==> src/hdl/ukc_pkg.sv <==
// shared types and constants for the utf-8 to kana code stream block
package ukc_pkg;

  // code point range and normalisation constants
  localparam logic [20:0] KATA_LO     = 21'h030A1;
  localparam logic [20:0] KATA_HI     = 21'h030F6;
  localparam logic [20:0] KATA_OFFSET = 21'h00060;
  localparam logic [20:0] LONG_MARK   = 21'h030FC;
  localparam logic [20:0] LONG_HIRA   = 21'h03046;
  localparam logic [20:0] HIRA_LO     = 21'h03041;
  localparam logic [20:0] HIRA_HI     = 21'h03093;
  localparam logic [20:0] HIRA_BASE   = 21'h03040;
  localparam logic [20:0] REPLACEMENT = 21'h0FFFD;

  // counter saturation value of the 7 bit code count
  localparam logic [6:0] COUNT_MAX = 7'd127;

  // decoded code point handed from the byte decoder to the kana mapper
  typedef struct packed {
    logic        have_point;
    logic [20:0] point;
  } ukc_point_t;

endpackage

==> src/hdl/ukc_decode.sv <==
// utf-8 byte decoder: lead byte classification and continuation accumulation
module ukc_decode
  import ukc_pkg::*;
(
  input  logic [7:0]  text_byte,
  input  logic [1:0]  pending,
  input  logic [20:0] accum,
  output logic [1:0]  pending_nxt,
  output logic [20:0] accum_nxt,
  output ukc_point_t  dec
);

  logic [20:0] shifted;

  // continuation bytes only contribute their low six bits
  assign shifted = {accum[14:0], text_byte[5:0]};

  always_comb begin
    pending_nxt    = pending;
    accum_nxt      = accum;
    dec.have_point = 1'b0;
    dec.point      = '0;
    if (pending == 2'd0) begin
      // lead byte
      if (text_byte[7] == 1'b0) begin
        dec.have_point = 1'b1;
        dec.point      = {13'd0, text_byte};
      end else if (text_byte[7:5] == 3'b110) begin
        accum_nxt   = {16'd0, text_byte[4:0]};
        pending_nxt = 2'd1;
      end else if (text_byte[7:4] == 4'b1110) begin
        accum_nxt   = {17'd0, text_byte[3:0]};
        pending_nxt = 2'd2;
      end else if (text_byte[7:3] == 5'b11110) begin
        accum_nxt   = {18'd0, text_byte[2:0]};
        pending_nxt = 2'd3;
      end else begin
        // stray continuation or invalid lead byte
        dec.have_point = 1'b1;
        dec.point      = REPLACEMENT;
      end
    end else begin
      pending_nxt = pending - 2'd1;
      if (pending == 2'd1) begin
        dec.have_point = 1'b1;
        dec.point      = shifted;
        accum_nxt      = '0;
      end else begin
        accum_nxt = shifted;
      end
    end
  end

endmodule

==> src/hdl/ukc_map.sv <==
// kana mapper: katakana folding and compact code lookup
module ukc_map
  import ukc_pkg::*;
(
  input  logic [20:0] point,
  output logic [6:0]  code
);

  logic [20:0] norm;
  logic [20:0] diff;

  // fold katakana and the long mark onto hiragana
  always_comb begin
    norm = point;
    if (point >= KATA_LO && point <= KATA_HI) begin
      norm = point - KATA_OFFSET;
    end else if (point == LONG_MARK) begin
      norm = LONG_HIRA;
    end
  end

  // hiragana block to codes 1..83, everything else to zero
  assign diff = norm - HIRA_BASE;
  assign code = (norm >= HIRA_LO && norm <= HIRA_HI) ? diff[6:0] : 7'd0;

endmodule

==> src/hdl/utf8_kana_code_stream.sv <==
// top level: utf-8 byte stream to compact kana codes
//
// channel | dir | tdata                              | tuser       | tlast
// in_     | in  | [7:0] text_byte                    | -           | text_last
// out_    | out | [6:0] kana_index, [13:7] total_codes | index_valid | text_done
//
// one byte item per cycle sustained while results are accepted; an item waits in the
// input register and is decoded, mapped and counted on its way to the result register
// the result is registered: an accepted byte passes the input register and then the
// result register before it can be accepted at the output
// synchronous active-low reset clears decoder state, counter and valid flags
// a stalled result holds a full input register; an empty input register can still take a byte
module utf8_kana_code_stream
  import ukc_pkg::*;
#(
  parameter int CODE_LIMIT = 64
) (
  input  logic        clk,
  input  logic        rst_n,
  input  logic        in_tvalid,
  output logic        in_tready,
  input  logic [7:0]  in_tdata,   // [7:0] text_byte
  input  logic        in_tlast,
  output logic        out_tvalid,
  input  logic        out_tready,
  output logic [15:0] out_tdata,  // [6:0] kana_index, [13:7] total_codes, [15:14] zero
  output logic        out_tuser,  // [0] index_valid
  output logic        out_tlast
);

  localparam int         CAP_INT = (CODE_LIMIT < 127) ? CODE_LIMIT : 127;
  localparam logic [6:0] CAP     = 7'(CAP_INT);

  logic        s1_valid_r;
  logic [7:0]  s1_byte_r;
  logic        s1_last_r;

  logic [1:0]  pending_r;
  logic [20:0] accum_r;
  logic [6:0]  count_r;

  logic        out_valid_r;
  logic [6:0]  out_code_r;
  logic        out_flag_r;
  logic        out_done_r;
  logic [6:0]  out_total_r;

  logic [1:0]  pending_nxt;
  logic [20:0] accum_nxt;
  ukc_point_t  dec;
  logic [6:0]  code;
  logic        advance;
  logic        proc;
  logic        emit;
  logic [6:0]  count_nxt;

  // stage handshakes
  assign advance   = !out_valid_r || out_tready;
  assign proc      = s1_valid_r && advance;
  assign in_tready = !s1_valid_r || advance;

  ukc_decode u_decode (
    .text_byte   (s1_byte_r),
    .pending     (pending_r),
    .accum       (accum_r),
    .pending_nxt (pending_nxt),
    .accum_nxt   (accum_nxt),
    .dec         (dec)
  );

  ukc_map u_map (
    .point (dec.point),
    .code  (code)
  );

  // emit decision and running count
  assign emit      = dec.have_point && (code != 7'd0) && (count_r < CAP) &&
                     (count_r < COUNT_MAX);
  assign count_nxt = emit ? count_r + 7'd1 : count_r;

  // input register
  always_ff @(posedge clk) begin
    if (!rst_n) begin
      s1_valid_r <= 1'b0;
    end else if (in_tvalid && in_tready) begin
      s1_valid_r <= 1'b1;
    end else if (proc) begin
      s1_valid_r <= 1'b0;
    end
    if (in_tvalid && in_tready) begin
      s1_byte_r <= in_tdata;
      s1_last_r <= in_tlast;
    end
  end

  // decoder state and code counter, cleared at the end of each text
  always_ff @(posedge clk) begin
    if (!rst_n) begin
      pending_r <= '0;
      accum_r   <= '0;
      count_r   <= '0;
    end else if (proc) begin
      if (s1_last_r) begin
        pending_r <= '0;
        accum_r   <= '0;
        count_r   <= '0;
      end else begin
        pending_r <= pending_nxt;
        accum_r   <= accum_nxt;
        count_r   <= count_nxt;
      end
    end
  end

  // result register
  always_ff @(posedge clk) begin
    if (!rst_n) begin
      out_valid_r <= 1'b0;
    end else if (advance) begin
      out_valid_r <= proc && (emit || s1_last_r);
    end
    if (proc && (emit || s1_last_r)) begin
      out_code_r  <= emit ? code : 7'd0;
      out_flag_r  <= emit;
      out_done_r  <= s1_last_r;
      out_total_r <= count_nxt;
    end
  end

  assign out_tvalid = out_valid_r;
  assign out_tdata  = {2'b00, out_total_r, out_code_r};
  assign out_tuser  = out_flag_r;
  assign out_tlast  = out_done_r;

`ifndef ASSERT_OFF
  // a flagged result always carries a nonzero code
  assert property (@(posedge clk) disable iff (!rst_n)
    out_valid_r && out_flag_r |-> out_code_r != 7'd0)
    else $error("flagged result without kana code");

  // a result that does not close the text must carry a code
  assert property (@(posedge clk) disable iff (!rst_n)
    out_valid_r && !out_done_r |-> out_flag_r)
    else $error("empty result in mid text");

  // the counter never passes the limit
  assert property (@(posedge clk) disable iff (!rst_n)
    count_r <= CAP)
    else $error("code count beyond limit");

  // processing the final byte leaves the decoder clear
  assert property (@(posedge clk) disable iff (!rst_n)
    proc && s1_last_r |=> pending_r == 2'd0 && accum_r == 21'd0 && count_r == 7'd0)
    else $error("state not cleared after end of text");
`endif

endmodule
==> config.mk <==
export PLATFORM = sky130hd
export DESIGN_NAME = utf8_kana_code_stream
export DESIGN_NICKNAME = d
export VERILOG_FILES = /design/src/hdl/ukc_pkg.sv /design/src/hdl/ukc_decode.sv /design/src/hdl/ukc_map.sv /design/src/hdl/utf8_kana_code_stream.sv
export SDC_FILE = /design/constraint.sdc
export NUM_CORES = 1
export LEC_CHECK = 0
export ABC_CLOCK_PERIOD_IN_PS = 3400
export BUFFER_PORTS_ARGS = -buffer_cell sky130_fd_sc_hd__buf_2
export CELL_PAD_IN_SITES_DETAIL_PLACEMENT = 0
export CELL_PAD_IN_SITES_GLOBAL_PLACEMENT = 1
export CORE_UTILIZATION = 40
export DETAILED_ROUTE_END_ITERATION = 6
export GPL_ROUTABILITY_DRIVEN = 0
export PLACE_DENSITY_LB_ADDON = 0.3
export SLEW_MARGIN = 10
export SYNTH_ARGS = -nofsm -noshare
export SYNTH_HDL_FRONTEND = slang
export SYNTH_SLANG_ARGS = --single-unit
==> constraint.sdc <==
create_clock -name clk -period 3.4 [get_ports clk]
set_input_delay 0.34 -clock clk [delete_from_list [all_inputs] [get_ports clk]]
set_output_delay 0.34 -clock clk [all_outputs]
set_load 0.02 [all_outputs]
==> metrics <==
Synth Flop Type dfxtp_1; Switching Fraction 0.2664; initial antenna violation count 0; reg2reg setup slack 0.23 ns; CP startpoint kind register; pre-CTS setup slack 0.1040 ns; EDFF count, synth 25; Worst Tran Pin Value 0.7141 ns; clock share of power 0.287; Gate Count Post-Synth 306; htree depth 2; fmax 0.3156 GHz; period utilisation layout 0.9319; row count 30; port bufs 30; worst clock skew 0.005495 ns; die width 85.65 µm; clock-pin slew on the worst setup and hold paths 0.09 ns; Yosys cell types 61; Seq/Total Area, Yosys 0.4542; Setup violations, final 0; leakage power 1.177 nW; overall overflow remaining after global route 0; Synth Warn # 0; Int Power 0.8534 mW; Mapped Area 2799 µm²; VDD IR max 0.0001569 V; number of global-route vias before repair 2185; Max Cap Viol 0; Total GRT Usage 0.1929; First DRT Iteration DRCs 232; Comb pwr share 0.137; RSZ-0062 raised after global routing no; Routed WL 6.719 mm; PnR worst setup slack 0.2317 ns; clk_lat worst skew 0.30 ns; Slew headroom 0.5234; initial core utilization 0.4120; CTS root buf clkbuf_8; clock buffer count from CTS 5; NetSw 0.3099 mW; asr flop ratio synth 0; power per cell area 362.6 nW/µm²; CTS tree done; Antenna Nets Post-Route 0; share of cells above drive strength 1 0.1831; Area growth syn-to-layout 14.62%; # DRC 0; Avg Inst Size Synth 9.147 µm²; TritonRoute pass-1 iters 4; crit path DAT 3.40 ns; Crit Path Category reg -> reg; core area 6794 µm²; CP max FO 11; Vias 2455; Worst R2R Path Depth 13; CP required 3.63 ns; Fin. Hold Viols 0; fin crit period 3.168 ns; Via density 5.580; die area 7336 µm²; HPWL Detailed 5.023 mm; first-pass GRT wire length 11.03 mm; min-delay worst type in -> reg; wire length per cell 15.27 µm; pin count of the biggest net entering global routing 23; WHS Path Cells 1; CTS Hold Buffers Added 0; Seq cells post-synth 51; count of pins over their slew limit 0; outcome finished, final reports clean; sequential share of power 0.576; Crit. End Element register; setup tns final 0 ns; Final nets 359; clock sink total 51; die span in y 85.65 µm; CTS Buffer Depth 2; number of diodes 0; IO Count 33
[per-layer routing]
| metal | vias up | part of all wire | track usage | wire length (µm) |
|---|---|---|---|---|
| li1 | 1219 | - | - | - |
| met3 | 12 | 0.062 | 0.04620 | 416 |
| met5 | - | 0 | 0 | 0 |
| met2 | 92 | 0.44 | 0.2960 | 2977 |
| met1 | 1132 | 0.48 | 0.2646 | 3219 |
| met4 | 0 | 0.016 | 0.07273 | 105 |
[cell usage in the layout (no fill, tap or decap), types with 3 or more instances in the layout]
master,synthesis,layout
nand2_1,32,32
a21oi_1,32,31
buf_2,1,30
dfxtp_1,26,25
edfxtp_1,25,25
nand3_1,22,22
nor2_1,19,19
buf_4,2,15
o21ai_0,10,10
nor3_1,9,8
nand4_1,8,8
inv_1,7,7
nand2b_1,7,7
or3_1,7,7
and2_1,7,7
nor2b_1,5,5
nor4_1,5,5
clkbuf_8,0,5
and3_1,4,4
o311ai_0,4,4
clkinv_1,1,3
a211o_1,3,3
a211oi_1,3,3
xnor2_1,3,3
o21a_1,3,3
ha_1,3,3
[layout make-up]
cell class	instances	area (µm²)
Clock buffer	6	72.57
Clock inverter	2	7.507
Fill cell	659	3586
Inverter	8	30.03
Multi-Input combinational cell	231	1423
Sequential cell	51	1272
Tap cell	96	120.1
Timing Repair Buffer	46	282.8
[path summary, 6_finish.rpt]
kind                                   start      endpoint
worst max register to register  s1_byte_r[7]    count_r[3]
worst min-delay path             in_tdata[6]  s1_byte_r[6]
worst max-delay path            s1_byte_r[7]    count_r[3]
worst min register to register   accum_r[13]   accum_r[13]
[kinds of logic (layout without fill, tap and decap cells)]
| group | Yosys count | in the layout | synth area share |
|---|---|---|---|
| AOI/OAI and AO/OA | 78 | 78 | 0.1873 |
| xor gates and xnor gates | 5 | 5 | 0.01565 |
| adders and majority gates | 3 | 3 | 0.01341 |
| buffers and inverters | 25 | 62 | 0.04202 |
| DFF | 51 | 51 | 0.4542 |
| muxes | 4 | 4 | 0.01609 |
| other | 1 | 2 | 0.001340 |
| and+or+nand+nor | 139 | 139 | 0.2700 |
[power by group through the flow]
stage | Clock, mW | Combinational (mW) | Sequential [mW]
6_report | 0.334 | 0.160 | 0.670
5_1_grt | 0.372 | 0.175 | 0.672
3_3_place_gp | 0 | 0.159 | 0.683
3_5_place_dp | 0 | 0.158 | 0.683
2_1_floorplan | 0 | 0.109 | 0.682
4_1_cts | 0.343 | 0.158 | 0.669
[per-stage QoR]
step	cell area [µm²]	cells	utilization	hold slack, ns	power, mW
2_1_floorplan	2806	307	-	0.4316	0.7904
3_3_place_gp	3122	432	0.4595	0.4420	0.8415
3_5_place_dp	3122	432	0.4595	0.4456	0.8410
4_1_cts	3202	440	0.4713	0.1975	1.170
5_1_grt	3208	440	0.4722	0.1903	1.218
6_report	3208	440	0.4722	0.2038	1.163
[registers in the layout (all words and copies together), names as in the netlist]
| signal | flops |
|---|---|
| out_tuser | 1 |
| pending_r | 2 |
| out_total_r | 7 |
| out_tlast | 1 |
| count_r | 7 |
| accum_r | 15 |
| s1_byte_r | 8 |
| s1_valid_r | 1 |
| out_code_r | 7 |
| s1_last_r | 1 |
| out_tvalid | 1 |
[synthesized netlist by cell type (2+ instances only)]
library cell / n / area (µm²)
edfxtp_1: 25 / 750.7
nor3_1: 9 / 45.04
xor2_1: 2 / 17.52
o31a_1: 2 / 17.52
nor2b_1: 5 / 31.28
nor2_1: 19 / 71.32
a21oi_1: 32 / 160.2
mux2i_1: 2 / 20.02
nand3_1: 22 / 110.1
nor4_1: 5 / 31.28
or4_1: 2 / 15.01
o311a_1: 2 / 20.02
a211o_1: 3 / 26.28
o311ai_0: 4 / 35.03
o21ai_0: 10 / 50.05
buf_6: 2 / 22.52
a211oi_1: 3 / 22.52
and3_1: 4 / 25.02
ha_1: 3 / 37.54
nand4_1: 8 / 50.05
clkbuf_1: 11 / 41.29
o211ai_1: 2 / 15.01
nand2b_1: 7 / 43.79
nand3b_1: 2 / 15.01
inv_1: 7 / 26.28
buf_4: 2 / 15.01
xnor2_1: 3 / 26.28
nand2_1: 32 / 120.1
and2_1: 7 / 43.79
o211a_1: 2 / 20.02
dfxtp_1: 26 / 520.5
a31oi_1: 2 / 12.51
o21ai_1: 2 / 10.01
o21a_1: 3 / 22.52
or3_1: 7 / 43.79
nor4_2: 2 / 25.02
[critical path, stage by stage (launching register included)]
cell	delay (ns)
edfxtp_1	0.49
nor2b_1	0.25
nand3_1	0.16
and2_1	0.21
ha_1	0.21
inv_1	0.07
nor4_2	0.04
a211o_1	0.28
a21boi_1	0.21
o32ai_4	0.18
mux2i_1	0.16
buf_4	0.19
or4_1	0.49
a31oi_1	0.16
[timing repair]
item / 4_1_cts / 5_1_grt
endpoints found under the hold margin: 0 / 0
setup endpoints to repair: 0 / 29
resized for setup: 0 / 2
setup buffers: 0 / 0
No activity file was read; power rests on OpenSTA's default activity.
